## config.mk

```make
export PLATFORM = sky130hd
export DESIGN_NAME = stepper_homing_sequencer_unit_flat
export DESIGN_NICKNAME = d
export VERILOG_FILES = /design/src/sv/shs_pkg.sv /design/src/sv/shs_req_if.sv /design/src/sv/shs_res_if.sv /design/src/sv/shs_step.sv /design/src/sv/stepper_homing_sequencer_unit.sv /design/src/flat_wrapper.sv
export SDC_FILE = /design/constraint.sdc
export NUM_CORES = 1
export LEC_CHECK = 0
export ABC_AREA = 1
export BUFFER_PORTS_ARGS = -buffer_cell sky130_fd_sc_hd__buf_2
export CAP_MARGIN = 5
export CORE_ASPECT_RATIO = 1.5
export CORE_UTILIZATION = 25
export DETAILED_ROUTE_END_ITERATION = 8
export GPL_TIMING_DRIVEN = 0
export PLACE_DENSITY = 0.43
export SYNTH_ARGS = -nofsm -noshare
export SYNTH_HDL_FRONTEND = slang
export SYNTH_HIERARCHICAL = 1
export SYNTH_SLANG_ARGS = --single-unit
```

## constraint.sdc

```tcl
create_clock -name i_clk -period 7.79 [get_ports i_clk]
set_input_delay 1.558 -clock i_clk [delete_from_list [all_inputs] [get_ports i_clk]]
set_output_delay 1.558 -clock i_clk [all_outputs]
set_load 0.05 [all_outputs]
```

## src/sv/shs_pkg.sv

```systemverilog
// Package for the stepper homing sequencer: write-register codes, config
// register indexes, reset values and the structs shared by the modules.
// No dependencies.
package shs_pkg;

    localparam int CFG_IDX_W  = 3;
    localparam int CFG_DATA_W = 32;
    localparam int SPEED_W    = 23;
    localparam int WAIT_W     = 16;
    localparam int MAX_WR     = 4;

    typedef enum logic [CFG_IDX_W-1:0] {
        CFG_HOMING_SPEED   = 3'd0,
        CFG_RUN_SPEED      = 3'd1,
        CFG_BACKOFF_TARGET = 3'd2,
        CFG_SEARCH_TARGET  = 3'd3,
        CFG_PARK_TARGET    = 3'd4,
        CFG_WAIT_TICKS     = 3'd5
    } t_cfg_idx;

    typedef enum logic [1:0] {
        KIND_TICK  = 2'd0,
        KIND_START = 2'd1,
        KIND_MOVE  = 2'd2
    } t_kind;

    typedef enum logic [2:0] {
        WR_NONE = 3'd0,
        WR_VMAX = 3'd1,
        WR_TGT  = 3'd2,
        WR_RAMP = 3'd3,
        WR_XACT = 3'd4
    } t_wreg;

    localparam logic [31:0] RAMP_POSITION = 32'd0;
    localparam logic [31:0] RAMP_HOLD     = 32'd3;

    localparam logic [SPEED_W-1:0] RST_HOMING_SPEED   = 23'd4000;
    localparam logic [SPEED_W-1:0] RST_RUN_SPEED      = 23'd100000;
    localparam logic [31:0]        RST_BACKOFF_TARGET = 32'sd1000;
    localparam logic [31:0]        RST_SEARCH_TARGET  = -32'sd30000;
    localparam logic [31:0]        RST_PARK_TARGET    = 32'sd6800;
    localparam logic [WAIT_W-1:0]  RST_WAIT_TICKS     = 16'd1000;

    typedef struct packed {
        logic [SPEED_W-1:0] homing_speed;
        logic [SPEED_W-1:0] run_speed;
        logic signed [31:0] backoff_target;
        logic signed [31:0] search_target;
        logic signed [31:0] park_target;
        logic [WAIT_W-1:0]  wait_ticks;
    } t_cfg;

    typedef struct packed {
        t_wreg              reg_sel;
        logic signed [31:0] value;
    } t_write;

    // All results of one request, plus the status reported with each.
    typedef struct packed {
        t_write [MAX_WR-1:0] wr;
        logic [1:0]          last_idx;
        logic                busy;
        logic signed [31:0]  cmd_pos;
    } t_bundle;

endpackage

```

## src/sv/shs_req_if.sv

```systemverilog
// Request channel of the homing sequencer: valid/ready plus the input fields.
// No dependencies.
interface shs_req_if;
    logic               valid;
    logic               ready;
    logic [1:0]         kind;
    logic signed [31:0] move_target;
    logic               at_left_stop;
    logic               speed_is_zero;
    logic signed [31:0] actual_pos;
    logic signed [31:0] latched_pos;

    modport source (output valid, kind, move_target, at_left_stop, speed_is_zero,
                    actual_pos, latched_pos, input ready);
    modport sink   (input valid, kind, move_target, at_left_stop, speed_is_zero,
                    actual_pos, latched_pos, output ready);
endinterface

```

## src/sv/shs_res_if.sv

```systemverilog
// Result channel of the homing sequencer: valid/ready plus the result fields.
// No dependencies.
interface shs_res_if;
    logic               valid;
    logic               ready;
    logic [2:0]         write_reg;
    logic signed [31:0] write_value;
    logic               last;
    logic               homing_busy;
    logic signed [31:0] commanded_pos;

    modport source (output valid, write_reg, write_value, last, homing_busy,
                    commanded_pos, input ready);
    modport sink   (input valid, write_reg, write_value, last, homing_busy,
                    commanded_pos, output ready);
endinterface

```

## src/sv/shs_step.sv

```systemverilog
// Homing state machine: holds phase, tick counter and last move target, and
// computes the register writes of one request. Depends on shs_pkg.
module shs_step
    import shs_pkg::*;
#(
    parameter int COUNTER_BITS = 16
) (
    input  logic               i_clk,
    input  logic               i_rst_n,
    input  logic               i_accept,
    input  logic [1:0]         i_kind,
    input  logic signed [31:0] i_move_target,
    input  logic               i_at_left_stop,
    input  logic               i_speed_is_zero,
    input  logic signed [31:0] i_actual_pos,
    input  logic signed [31:0] i_latched_pos,
    input  t_cfg               i_cfg,
    output t_bundle            o_bundle
);

    localparam int CW = (COUNTER_BITS > WAIT_W) ? COUNTER_BITS : WAIT_W;

    typedef enum logic [2:0] {
        PH_IDLE   = 3'd0,
        PH_START  = 3'd1,
        PH_BACK   = 3'd2,
        PH_SEARCH = 3'd3,
        PH_SETTLE = 3'd4
    } t_phase;

    t_phase                  r_phase, n_phase;
    logic [COUNTER_BITS-1:0] r_cnt, n_cnt;
    logic signed [31:0]      r_tgt, n_tgt;

    logic [CW-1:0] w_cnt_ext, w_wait_ext, w_max_ext;
    logic          w_wait_done;

    assign w_cnt_ext   = CW'(r_cnt);
    assign w_wait_ext  = CW'(i_cfg.wait_ticks);
    assign w_max_ext   = CW'({COUNTER_BITS{1'b1}});
    assign w_wait_done = w_cnt_ext > w_wait_ext;

    always_comb begin
        n_phase  = r_phase;
        n_cnt    = r_cnt;
        n_tgt    = r_tgt;
        o_bundle = '0;
        unique case (i_kind)
            KIND_TICK: begin
                unique case (r_phase)
                    PH_IDLE: begin
                    end
                    PH_START: begin
                        o_bundle.wr[0] = '{WR_VMAX, 32'(i_cfg.homing_speed)};
                        if (i_at_left_stop) begin
                            n_cnt          = '0;
                            o_bundle.wr[1] = '{WR_TGT, i_cfg.backoff_target};
                            o_bundle.last_idx = 2'd1;
                        end else begin
                            // skip the back-off wait, clipped to the counter range
                            n_cnt = (w_wait_ext < w_max_ext) ?
                                    w_wait_ext[COUNTER_BITS-1:0] : {COUNTER_BITS{1'b1}};
                        end
                        n_phase = PH_BACK;
                    end
                    PH_BACK: begin
                        if (w_wait_done) begin
                            o_bundle.wr[0] = '{WR_TGT, i_cfg.search_target};
                            n_cnt          = '0;
                            n_phase        = PH_SEARCH;
                        end
                    end
                    PH_SEARCH: begin
                        if (i_speed_is_zero) begin
                            n_cnt          = '0;
                            o_bundle.wr[0] = '{WR_RAMP, RAMP_HOLD};
                            n_phase        = PH_SETTLE;
                        end
                    end
                    PH_SETTLE: begin
                        if (w_wait_done) begin
                            o_bundle.wr[0]    = '{WR_XACT, i_actual_pos - i_latched_pos};
                            o_bundle.wr[1]    = '{WR_VMAX, 32'(i_cfg.run_speed)};
                            o_bundle.wr[2]    = '{WR_RAMP, RAMP_POSITION};
                            o_bundle.wr[3]    = '{WR_TGT, i_cfg.park_target};
                            o_bundle.last_idx = 2'd3;
                            n_phase           = PH_IDLE;
                        end
                    end
                    default: n_phase = PH_IDLE;
                endcase
                if (n_cnt != {COUNTER_BITS{1'b1}}) begin
                    n_cnt = n_cnt + 1'b1;
                end
            end
            KIND_START: n_phase = PH_START;
            KIND_MOVE: begin
                if (r_phase == PH_IDLE) begin
                    n_tgt          = i_move_target;
                    o_bundle.wr[0] = '{WR_TGT, i_move_target};
                end
            end
            default: begin
            end
        endcase
        o_bundle.busy    = (n_phase != PH_IDLE);
        o_bundle.cmd_pos = n_tgt;
    end

    always_ff @(posedge i_clk) begin
        if (!i_rst_n) begin
            r_phase <= PH_IDLE;
            r_cnt   <= '0;
            r_tgt   <= '0;
        end else if (i_accept) begin
            r_phase <= n_phase;
            r_cnt   <= n_cnt;
            r_tgt   <= n_tgt;
        end
    end

endmodule

```

## src/sv/stepper_homing_sequencer_unit.sv

```systemverilog
// The first result of a request is registered, valid the cycle after it is accepted.
// One result per cycle while o_res.ready is high; a request yielding n results
// (1 to 4) holds the result register, and the next request is taken as its last leaves.
// Reset (synchronous, active low): phase idle, tick counter and move target
// zero, config registers to their defaults, result register empty.
module stepper_homing_sequencer_unit
    import shs_pkg::*;
#(
    parameter int COUNTER_BITS = 16
) (
    input  logic                  i_clk,
    input  logic                  i_rst_n,
    shs_req_if.sink               i_req,
    shs_res_if.source             o_res,
    input  logic                  i_cfg_we,
    input  logic [CFG_IDX_W-1:0]  i_cfg_idx,
    input  logic [CFG_DATA_W-1:0] i_cfg_data
);

    t_cfg    r_cfg;
    t_bundle w_bundle, r_bundle;
    logic    r_valid;
    logic [1:0] r_idx;
    logic    w_accept, w_last, w_take;

    always_ff @(posedge i_clk) begin
        if (!i_rst_n) begin
            r_cfg.homing_speed   <= RST_HOMING_SPEED;
            r_cfg.run_speed      <= RST_RUN_SPEED;
            r_cfg.backoff_target <= RST_BACKOFF_TARGET;
            r_cfg.search_target  <= RST_SEARCH_TARGET;
            r_cfg.park_target    <= RST_PARK_TARGET;
            r_cfg.wait_ticks     <= RST_WAIT_TICKS;
        end else if (i_cfg_we) begin
            unique case (i_cfg_idx)
                CFG_HOMING_SPEED:   r_cfg.homing_speed   <= i_cfg_data[SPEED_W-1:0];
                CFG_RUN_SPEED:      r_cfg.run_speed      <= i_cfg_data[SPEED_W-1:0];
                CFG_BACKOFF_TARGET: r_cfg.backoff_target <= i_cfg_data;
                CFG_SEARCH_TARGET:  r_cfg.search_target  <= i_cfg_data;
                CFG_PARK_TARGET:    r_cfg.park_target    <= i_cfg_data;
                CFG_WAIT_TICKS:     r_cfg.wait_ticks     <= i_cfg_data[WAIT_W-1:0];
                default: begin
                end
            endcase
        end
    end

    assign w_last   = (r_idx == r_bundle.last_idx);
    assign w_take   = r_valid && o_res.ready;
    assign i_req.ready = !r_valid || (o_res.ready && w_last);
    assign w_accept = i_req.valid && i_req.ready;

    shs_step #(
        .COUNTER_BITS (COUNTER_BITS)
    ) u_step (
        .i_clk           (i_clk),
        .i_rst_n         (i_rst_n),
        .i_accept        (w_accept),
        .i_kind          (i_req.kind),
        .i_move_target   (i_req.move_target),
        .i_at_left_stop  (i_req.at_left_stop),
        .i_speed_is_zero (i_req.speed_is_zero),
        .i_actual_pos    (i_req.actual_pos),
        .i_latched_pos   (i_req.latched_pos),
        .i_cfg           (r_cfg),
        .o_bundle        (w_bundle)
    );

    always_ff @(posedge i_clk) begin
        if (!i_rst_n) begin
            r_valid <= 1'b0;
            r_idx   <= '0;
        end else if (w_accept) begin
            r_valid <= 1'b1;
            r_idx   <= '0;
        end else if (w_take) begin
            // advance to the next write, drop the bundle after its last
            if (w_last) begin
                r_valid <= 1'b0;
            end else begin
                r_idx <= r_idx + 1'b1;
            end
        end
    end

    always_ff @(posedge i_clk) begin
        if (w_accept) begin
            r_bundle <= w_bundle;
        end
    end

    assign o_res.valid         = r_valid;
    assign o_res.write_reg     = r_bundle.wr[r_idx].reg_sel;
    assign o_res.write_value   = r_bundle.wr[r_idx].value;
    assign o_res.last          = w_last;
    assign o_res.homing_busy   = r_bundle.busy;
    assign o_res.commanded_pos = r_bundle.cmd_pos;

endmodule

```

## src/flat_wrapper.sv

```systemverilog
// flat-port wrapper written by rule: the top's interface ports become plain ports
module stepper_homing_sequencer_unit_flat import shs_pkg::*;
#(
    parameter int COUNTER_BITS = 16
)
  (i_clk, i_rst_n, i_cfg_we, i_cfg_idx, i_cfg_data, i_req_valid, i_req_kind, i_req_move_target, i_req_at_left_stop, i_req_speed_is_zero, i_req_actual_pos, i_req_latched_pos, i_req_ready, o_res_valid, o_res_write_reg, o_res_write_value, o_res_last, o_res_homing_busy, o_res_commanded_pos, o_res_ready);
  shs_req_if i_req_i ();
  shs_res_if o_res_i ();
  input  logic i_clk;
  input  logic i_rst_n;
  input  logic i_cfg_we;
  input  logic [CFG_IDX_W-1:0] i_cfg_idx;
  input  logic [CFG_DATA_W-1:0] i_cfg_data;
  input wire logic [$bits(i_req_i.valid)-1:0] i_req_valid;
  input wire logic [$bits(i_req_i.kind)-1:0] i_req_kind;
  input wire logic [$bits(i_req_i.move_target)-1:0] i_req_move_target;
  input wire logic [$bits(i_req_i.at_left_stop)-1:0] i_req_at_left_stop;
  input wire logic [$bits(i_req_i.speed_is_zero)-1:0] i_req_speed_is_zero;
  input wire logic [$bits(i_req_i.actual_pos)-1:0] i_req_actual_pos;
  input wire logic [$bits(i_req_i.latched_pos)-1:0] i_req_latched_pos;
  output wire logic [$bits(i_req_i.ready)-1:0] i_req_ready;
  output wire logic [$bits(o_res_i.valid)-1:0] o_res_valid;
  output wire logic [$bits(o_res_i.write_reg)-1:0] o_res_write_reg;
  output wire logic [$bits(o_res_i.write_value)-1:0] o_res_write_value;
  output wire logic [$bits(o_res_i.last)-1:0] o_res_last;
  output wire logic [$bits(o_res_i.homing_busy)-1:0] o_res_homing_busy;
  output wire logic [$bits(o_res_i.commanded_pos)-1:0] o_res_commanded_pos;
  input wire logic [$bits(o_res_i.ready)-1:0] o_res_ready;
  assign i_req_i.valid = i_req_valid;
  assign i_req_i.kind = i_req_kind;
  assign i_req_i.move_target = i_req_move_target;
  assign i_req_i.at_left_stop = i_req_at_left_stop;
  assign i_req_i.speed_is_zero = i_req_speed_is_zero;
  assign i_req_i.actual_pos = i_req_actual_pos;
  assign i_req_i.latched_pos = i_req_latched_pos;
  assign i_req_ready = i_req_i.ready;
  assign o_res_valid = o_res_i.valid;
  assign o_res_write_reg = o_res_i.write_reg;
  assign o_res_write_value = o_res_i.write_value;
  assign o_res_last = o_res_i.last;
  assign o_res_homing_busy = o_res_i.homing_busy;
  assign o_res_commanded_pos = o_res_i.commanded_pos;
  assign o_res_i.ready = o_res_ready;
  stepper_homing_sequencer_unit #(.COUNTER_BITS(COUNTER_BITS)) u_core (.i_clk(i_clk), .i_rst_n(i_rst_n), .i_req(i_req_i), .o_res(o_res_i), .i_cfg_we(i_cfg_we), .i_cfg_idx(i_cfg_idx), .i_cfg_data(i_cfg_data));
endmodule
```

* After elaboration in Yosys (flattened, before gate mapping)
Cells that the tools add are included.
Operators by class: bitwise operators 2, mux-type cells 29, add/sub/neg operators 3, equal/unequal tests 13, magnitude comparators 3, reductions and logical operators 23
Operators with widths (count):
- $mux W141 | 1
- $pmux W35 S2 | 2
- $pmux W35 S4 | 1
- $mux W34 | 4
- $mux W16 | 6
- $bmux W35 S2 | 1
- $mux W32 | 2
- $pmux W16 S3 | 1
- $mux W35 | 1
- $sub A32 B32 Y32 | 1
- $reduce_and A2 Y1 | 10
- $add A16 B1 Y16 const B | 1
- $gt A16 B16 Y1 | 1
- $lt A16 B16 Y1 const B | 1
- $ne A16 B16 Y1 const B | 1
- $pmux W3 S5 | 1
- $eq A3 B2 Y1 const B | 4
- $eq A3 B3 Y1 const B | 3
- $mux W3 | 3
- $eq A3 B1 Y1 const B | 2
- $logic_not A3 Y1 | 2
- $pmux W3 S2 | 1
- $mux W1 | 4
- $pmux W2 S2 | 1
- other kinds (14) | 18
Word-level totals: flip-flop bits (word level) 387, input port bits 140, output and inout bits 71

* Longest topological paths before layout
Gate-level depths: netlist (run 1).
word-level depth 7, depth in mapped cells 26, mapped depth without buffers 25

* Hierarchy
Netlist (run 1), hierarchy kept.
By module, submodules not included:
- stepper_homing_sequencer_unit | times used 1, seq. area each 8478.1 µm², cells each 1135, area each 12064.1 µm²
- shs_step | times used 1, seq. area each 1021.0 µm², cells each 1288, area each 7181.9 µm²

* Least setup slack after synthesis (run 1)
OpenSTA, ideal clock, no wires.
path kind in2reg, from in o_res_ready, to reg u_core.u_step.r_cnt[13], arrival 7.190 ns, setup time 0.117 ns, buffers on the path 1, stages 10, path slack 0.483 ns, data required time 7.673 ns, cells stage by stage nand3_1 > nand2_1 > nand2_1 > inv_1 > inv_1 > nor2_1 > clkbuf_1 > nand3_1 > nor2_1 > nor2_1
Between the ends: cells in the longest elaborated chain, start to end 4
Ends and longest elaborated chain:
- start, declared | line flat_wrapper.sv:28 | input wire logic [$bits(o_res_i.ready)-1:0] o_res_ready;
- $logic_and A1 B1 Y1 | line stepper_homing_sequencer_unit.sv:50 | assign i_req.ready = !r_valid || (o_res.ready && w_last);
- $logic_or A1 B1 Y1 | line stepper_homing_sequencer_unit.sv:50
- net i_req_ready | line flat_wrapper.sv:21 | output wire logic [$bits(i_req_i.ready)-1:0] i_req_ready;
- $logic_and A1 B1 Y1 | line stepper_homing_sequencer_unit.sv:51 | assign w_accept = i_req.valid && i_req.ready;
- net u_core.w_accept | line stepper_homing_sequencer_unit.sv:24 | logic w_accept, w_last, w_take;
- $reduce_and A2 Y1 (no line)
- end signal, assigned | line shs_step.sv:117 | r_cnt <= n_cnt;
- end, declared | line shs_step.sv:32 | logic [COUNTER_BITS-1:0] r_cnt, n_cnt;
The timed path passes the listed nets, and every way through them passes these cells. A chain may end at the register's enable or synchronous reset.

==> flow_summary.yaml, run 1 <==
outcome:
  status: "finished clean"
drt:
  avgViaCountPerCell: 4.46
  ant_nets: 0
  top_layer_used: "met5"
  wl_met3_mm: 2.43
  drtIter0Drc: 1129
  first_pass_iters: 6
  drc: 0
  wl_mm: 71.0
  route.met2.wl_mm: 37.3
  vias: 16700
  routedWlPerCell_um: 18.9
  met1_length_mm: 28.4
placement:
  dpl.hpwl_mm: 57.4
  place_area_mm2: 0.0217
  gp_congestion: 0.928
  portBuffers: 208
die:
  die_area_mm2: 0.0781
  initial_core_util: 0.253
  core_area_mm2: 0.0762
  die_x_um: 229
  rows: 124
  ios: 211
  die_h_um: 342
power_and_ir_drop:
  powerDensity_mw_per_mm2: 219
  total_power_mw: 5.03
  swShare: 0.287
  ir_drop_v: 0.000117
  pwr-share-seq: 0.456
  p_int_mw: 3.59
  cellLeakagePower_nw: 10.1
  clockPowerShare: 0.384
  power_frac_comb: 0.160
  netSwitchingPower_mw: 1.44
synth:
  synth_seq_area_share: 0.494
  postSynthAreaPerCell_um2: 7.94
  synthArstFlopShare: 0
  syn_inst: 2423
  synth.distinct_cells: 50
  yosysTopAreaCellShare: 0.273
  synth_top_area_cell: "edfxtp_1"
  ys_ff_latch: 387
  synth_edf_count: 175
  ys.flop_type: "dfxtp_1"
  syn_area_mm2: 0.0192
  ys_warn_count: 6
  synthTopCellsByArea: "edfxtp_1, dfxtp_1, nor2_1, nand2_1, o21ai_0"
cts:
  cts_buffers: 38
  cts.sinks: 387
  cts.reportedPaths.clkPinSlew_ps: 60
  cts.path.max_buffers: 3
  cts_max_level: 2
  cts_resized: 0
  cts-root-buf: "clkbuf_16"
  holdBufCountCts: 0
  cts_tree: "done"
  clock_latency_ps: 550
  post-cts-setup-buffers: 0
cells_and_area:
  drive_above_1_share: 0.159
  final_area_mm2: 0.0230
  final_common_cell: "nor2_1"
  finalNetCount: 2897
  area_growth_pct: 19.6
  final_cell_mix: "nor2_1, nand2_1, o21ai_0, inv_1, buf_2"
timing:
  final-max-slew-violation-count: 0
  slew_headroom: 0.474
  final-setup-viol-count: 0
  min_period_ps: 4050
  finalHoldViolCount: 0
  rsz0062_at_grt: "no"
  fin_crit_sh: 0.520
  tightest_slew_ps: 790
  fmax_mhz: 247
  clock_skew_ps: 16.7
worst_setup_path:
  rr_worst_depth: 13
  worstPathArrival_ps: 4310
  timing.critical_path.fanout_max: 3
  start_kind: "input port"
  crit_type: "input port to register"
  cp.required_ps: 8040
  endpoint_kind: "register"
grt:
  grt_use_total: 0.179
  grt-ovfl-total: 0
  grt_max_degree: 105
  grt_pass1_wl_mm: 105
  antenna_found_initial: 4
  first_global_vias: 16700
worst_hold_path:
  hp-class: "register to register"
  hold_path_depth: 2
run:
  maxCapViolations: 0
per-layer routing:
metal,GRT usage,vias up
met1,0.203,7780
met3,0.0161,107
li1,-,8391
met2,0.339,414
met4,0.0780,2
met5,0,-
worst max-delay path, cell delays in order:
cell      delay, ps
buf_2           100
inv_1            50
ha_1            180
fa_1            220
inv_1            50
nand3_1          60
nand2_1          80
a21oi_1         330
o21ai_1         160
a21boi_0        440
o21ai_1         200
nand2_1         100
nand2_1         100
xnor2_1         300
nor2_1           70
o21ai_0         150
o21ai_0         140
Yosys cell counts (2+ instances only):
cell type,number
nor2_4,6
a22o_1,13
o21ai_0,279
nor2_1,453
inv_2,15
o21a_1,2
o21bai_1,2
o2bb2ai_1,2
nor3_2,2
nand3_2,4
buf_2,26
ha_1,49
nand2_1,381
nand2_2,15
clkbuf_1,77
o21ai_1,13
o211ai_1,3
a31oi_1,6
a21oi_1,108
nor3_1,4
inv_1,252
a21o_1,4
nand2_4,3
nor4_1,2
xor2_1,11
buf_6,2
dfxtp_1,212
a21boi_0,3
nand3_1,107
xnor2_1,13
o22ai_1,53
buf_4,75
clkinv_1,3
buf_1,8
nand3b_1,3
nand4_1,7
or2_2,3
a221oi_1,8
nor2_2,9
edfxtp_1,175
final timing paths:
path,from,endpoint,slack (ps)
max,i_req_actual_pos[0],u_core/r_bundle[55]$_DFFE_PP_,3740
min,u_core/r_cfg[85]$_SDFFE_PN1P_,u_core/r_cfg[85]$_SDFFE_PN1P_,460
min reg2reg,u_core/r_cfg[85]$_SDFFE_PN1P_,u_core/r_cfg[85]$_SDFFE_PN1P_,460
max reg2reg,u_core/r_cfg[15]$_SDFFE_PN0P_,u_core/r_bundle[40]$_DFFE_PP_,4020
flip-flops by register name (all words and copies together) (netlist names):
name,count
u_core/o_res.commanded_pos,32
u_core/o_res.homing_busy,1
u_core/o_res.valid,1
u_core/r_bundle,142
u_core/r_cfg,158
u_core/r_idx,2
u_core/u_step/r_cnt,16
u_core/u_step/r_phase,3
u_core/u_step/r_tgt,32
metrics by stage:
step / util / std cells / hold slack [ps] / setup slack, ps / setup TNS [ps]
floorplan: - / 2458 / 429 / 483 / 0
global placement: 0.285 / 3674 / 438 / -2990 / -112690
detailed placement: 0.285 / 3675 / 451 / 3180 / 0
CTS: 0.302 / 3745 / 465 / 3680 / 0
global route: 0.302 / 3746 / 486 / 3500 / 0
finish: 0.302 / 3746 / 460 / 3740 / 0
power by group through the flow:
stage	sequential, mW	combinational [mW]	clock (mW)
floorplan	2.33	0.518	0
global placement	2.35	0.800	0
detailed placement	2.34	0.809	0
CTS	2.29	0.812	1.99
global route	2.30	0.880	2.05
finish	2.29	0.804	1.93
logic make-up (layout without fill, tap and decap cells):
logic type / after synthesis / count (layout) / share of synthesized area
buffers and inverters: 458 / 737 / 0.106
AO/OA/AOI/OAI: 499 / 499 / 0.140
XOR/XNOR: 24 / 24 / 0.0109
adder cells (fa/ha/maj): 50 / 50 / 0.0329
flip-flops: 387 / 387 / 0.494
AND/OR/NAND/NOR: 1004 / 1004 / 0.216
other: 1 / 37 / 0.000195
area by class of cell:
type / count / area, um2
Antenna cell: 1 / 2.50
Buffer: 188 / 1030
Clock buffer: 56 / 1170
Clock inverter: 14 / 120
Fill cell: 8201 / 53200
Inverter: 270 / 1020
Multi-Input combinational cell: 1613 / 7830
Sequential cell: 387 / 9500
Tap cell: 1008 / 1260
Timing Repair Buffer: 209 / 1070
(Power assumes the default switching activity.)
==> run 2, diff against run 1 <==
PLACE_DENSITY = 0.44   (was 0.43)
clock period = 3.48 ns   (was 7.79 ns; I/O delays follow)
==> run 2 against run 1 <==
Critical path depth down 3; total power up 120%; first-iteration DRC count down 3.2%; design area up 0.65%; die area unchanged.
==> flow_summary.yaml, run 2 (synthesis results as in run 1) <==
outcome:
  status: "finished clean"
worst_setup_path:
  critPathTopFamily: "buffers and inverters"
  critical-path-max-stage-delay_ps: 530
  cp_common_cell: "nand2_1"
  worst-path-buf-inv: 4
  start_kind: "register"
  worstPathArrival_ps: 3600
  path_depth: 14
  crit_chain: "inv_1 -> ha_1 -> nand2_1 -> nor3_2 -> nand2_1 -> nand2_1 -> nand2_4 -> inv_1 -> nand2_1 -> inv_1 -> buf_1 -> a22o_1 -> a21oi_1 -> o22ai_1"
  reg2reg_slack_ps: 150
  cp.required_ps: 3750
  timing.critical_path.fanout_max: 10
  rr_worst_depth: 14
  crit_type: "register to register"
  endpoint_kind: "register"
  cp_slowest_cell: "buf_1"
grt:
  grt_pass1_wl_mm: 104
  grt_use_total: 0.179
  grt_max_degree: 43
  first_global_vias: 16700
  grt-ovfl-total: 0
  antenna_found_initial: 3
cells_and_area:
  final_util: 0.304
  fillers: 8173
  drive_above_1_share: 0.163
  finalNetCount: 2904
  regMostFlops: "u_core/r_cfg"
  final_common_cell: "nor2_1"
  largestRegisters: "u_core/r_cfg (158), u_core/r_bundle (142)"
  area_growth_pct: 20.3
  final_cell_mix: "nor2_1, nand2_1, o21ai_0, inv_1, buf_2"
  largest_reg_flops: 158
drt:
  drc: 0
  vias: 16800
  first_pass_iters: 7
  avgViaCountPerCell: 4.48
  wl_mm: 71.1
  ant_nets: 0
  drtIter0Drc: 1093
  routedWlPerCell_um: 19.0
worst_hold_path:
  hp-class: "input port to register"
  hold_path_depth: 3
cts:
  cts_buffers: 39
  cts.path.max_buffers: 3
  clock_latency_ps: 550
  cts_max_level: 2
  cts_tree: "done"
  cts.sinks: 387
  cts.reportedPaths.clkPinSlew_ps: 60
  cts-root-buf: "clkbuf_16"
  holdBufCountCts: 0
die:
  ios: 211
  die_area_mm2: 0.0781
  die_x_um: 229
  core_area_mm2: 0.0762
  rows: 124
  initial_core_util: 0.253
  die_h_um: 342
placement:
  portBuffers: 208
  dpl.hpwl_mm: 57.9
  gp_congestion: 0.879
timing:
  tightest_slew_ps: 819
  final-max-slew-violation-count: 0
  fmax_mhz: 301
  clock_skew_ps: 12.5
  finalHoldViolCount: 0
  slew_headroom: 0.454
  final-setup-viol-count: 0
  fin_crit_sh: 0.956
  rsz0062_at_grt: "no"
  min_period_ps: 3330
power_and_ir_drop:
  ir_drop_v: 0.000264
  cellLeakagePower_nw: 10.1
  pwr-share-seq: 0.454
  p_int_mw: 8.06
  powerDensity_mw_per_mm2: 487
  clockPowerShare: 0.383
  total_power_mw: 11.3
  power_frac_comb: 0.162
  swShare: 0.286
  netSwitchingPower_mw: 3.22
run:
  maxCapViolations: 0
[run 2: cell types whose count changed in the layout (fill, tap and decap cells not counted), moves of 2 or more]
cell / before / now
clkbuf_8: 7 / 5
bufinv_16: 2 / 5
buf_12: 0 / 5
nor2_4: 6 / 8
nor2_1: 453 / 451
nand2_1: 381 / 379
clkinvlp_4: 1 / 4
clkbuf_16: 42 / 39
clkinv_2: 7 / 2
clkbuf_2: 0 / 2
buf_4: 75 / 77
[run 2: path summary, 6_finish.rpt]
kind | startpoint | end
max | u_core/r_cfg[15]$_SDFFE_PN0P_ | u_core/r_bundle[41]$_DFFE_PP_
min | i_req_valid | u_core/o_res.valid$_SDFFE_PN0P_
max reg2reg | u_core/r_cfg[15]$_SDFFE_PN0P_ | u_core/r_bundle[41]$_DFFE_PP_
min reg2reg | u_core/r_cfg[83]$_SDFFE_PN1P_ | u_core/r_cfg[83]$_SDFFE_PN1P_
[run 2: cell type report]
class | instances | area (um2) | share of cell area
Clock inverter | 15 | 214 | 0.00924
Clock buffer | 53 | 1060 | 0.0457
Multi-Input combinational cell | 1613 | 7890 | 0.341
Tap cell | 1008 | 1260 | 0.0545
Timing Repair Buffer | 215 | 1160 | 0.0499
Sequential cell | 387 | 9500 | 0.410
Antenna cell | 2 | 5.00 | 0.000216
Inverter | 270 | 1020 | 0.0439
Buffer | 188 | 1060 | 0.0456
[run 2: worst register-to-register path: cells and delay by family, from the launching register on]
family	cells	cell delay, ps
adders and majority gates	1	300
AOI/OAI and AO/OA	3	750
buffers and inverters	4	870
and+or+nand+nor	6	800
DFF	1	330
[run 2: through the flow]
| stage | area [um2] | setup slack (ps) | instances | setup TNS [ps] | hold slack, ps |
|---|---|---|---|---|---|
| finish | 23200 | 153 | 3751 | 0 | 417 |
| global route | 23200 | 3.45 | 3750 | 0 | 408 |
| CTS | 23100 | 95.6 | 3749 | 0 | 388 |
| detailed placement | 21800 | -497 | 3679 | -8470 | 448 |
| global placement | 21700 | -3150 | 3674 | -519140 | 439 |
| floorplan | 19400 | -976 | 2458 | -134790 | 429 |
[run 2: power groups by stage]
stage	combinational (mW)	sequential [mW]	clock, mW
finish	1.83	5.13	4.32
detailed placement	1.84	5.23	0
global placement	1.80	5.25	0
CTS	1.85	5.13	4.45
floorplan	1.17	5.20	0
global route	2.00	5.15	4.62
[run 2: routing by layer]
metal	up-vias	part of all wire	routed length [um]	GRT usage
met1	7814	0.39	27800	0.196
met3	120	0.034	2400	0.0165
li1	8402	-	-	-
met2	459	0.53	37500	0.342
met5	-	0.00018	13	0
met4	2	0.047	3370	0.0829
[run 2: what timing repair did]
action                                  in CTS  in global routing
endpoints found under the setup margin      46                  6
pin swaps                                    1                  0
buffers inserted                             2                  0
gates resized for setup                      2                  4
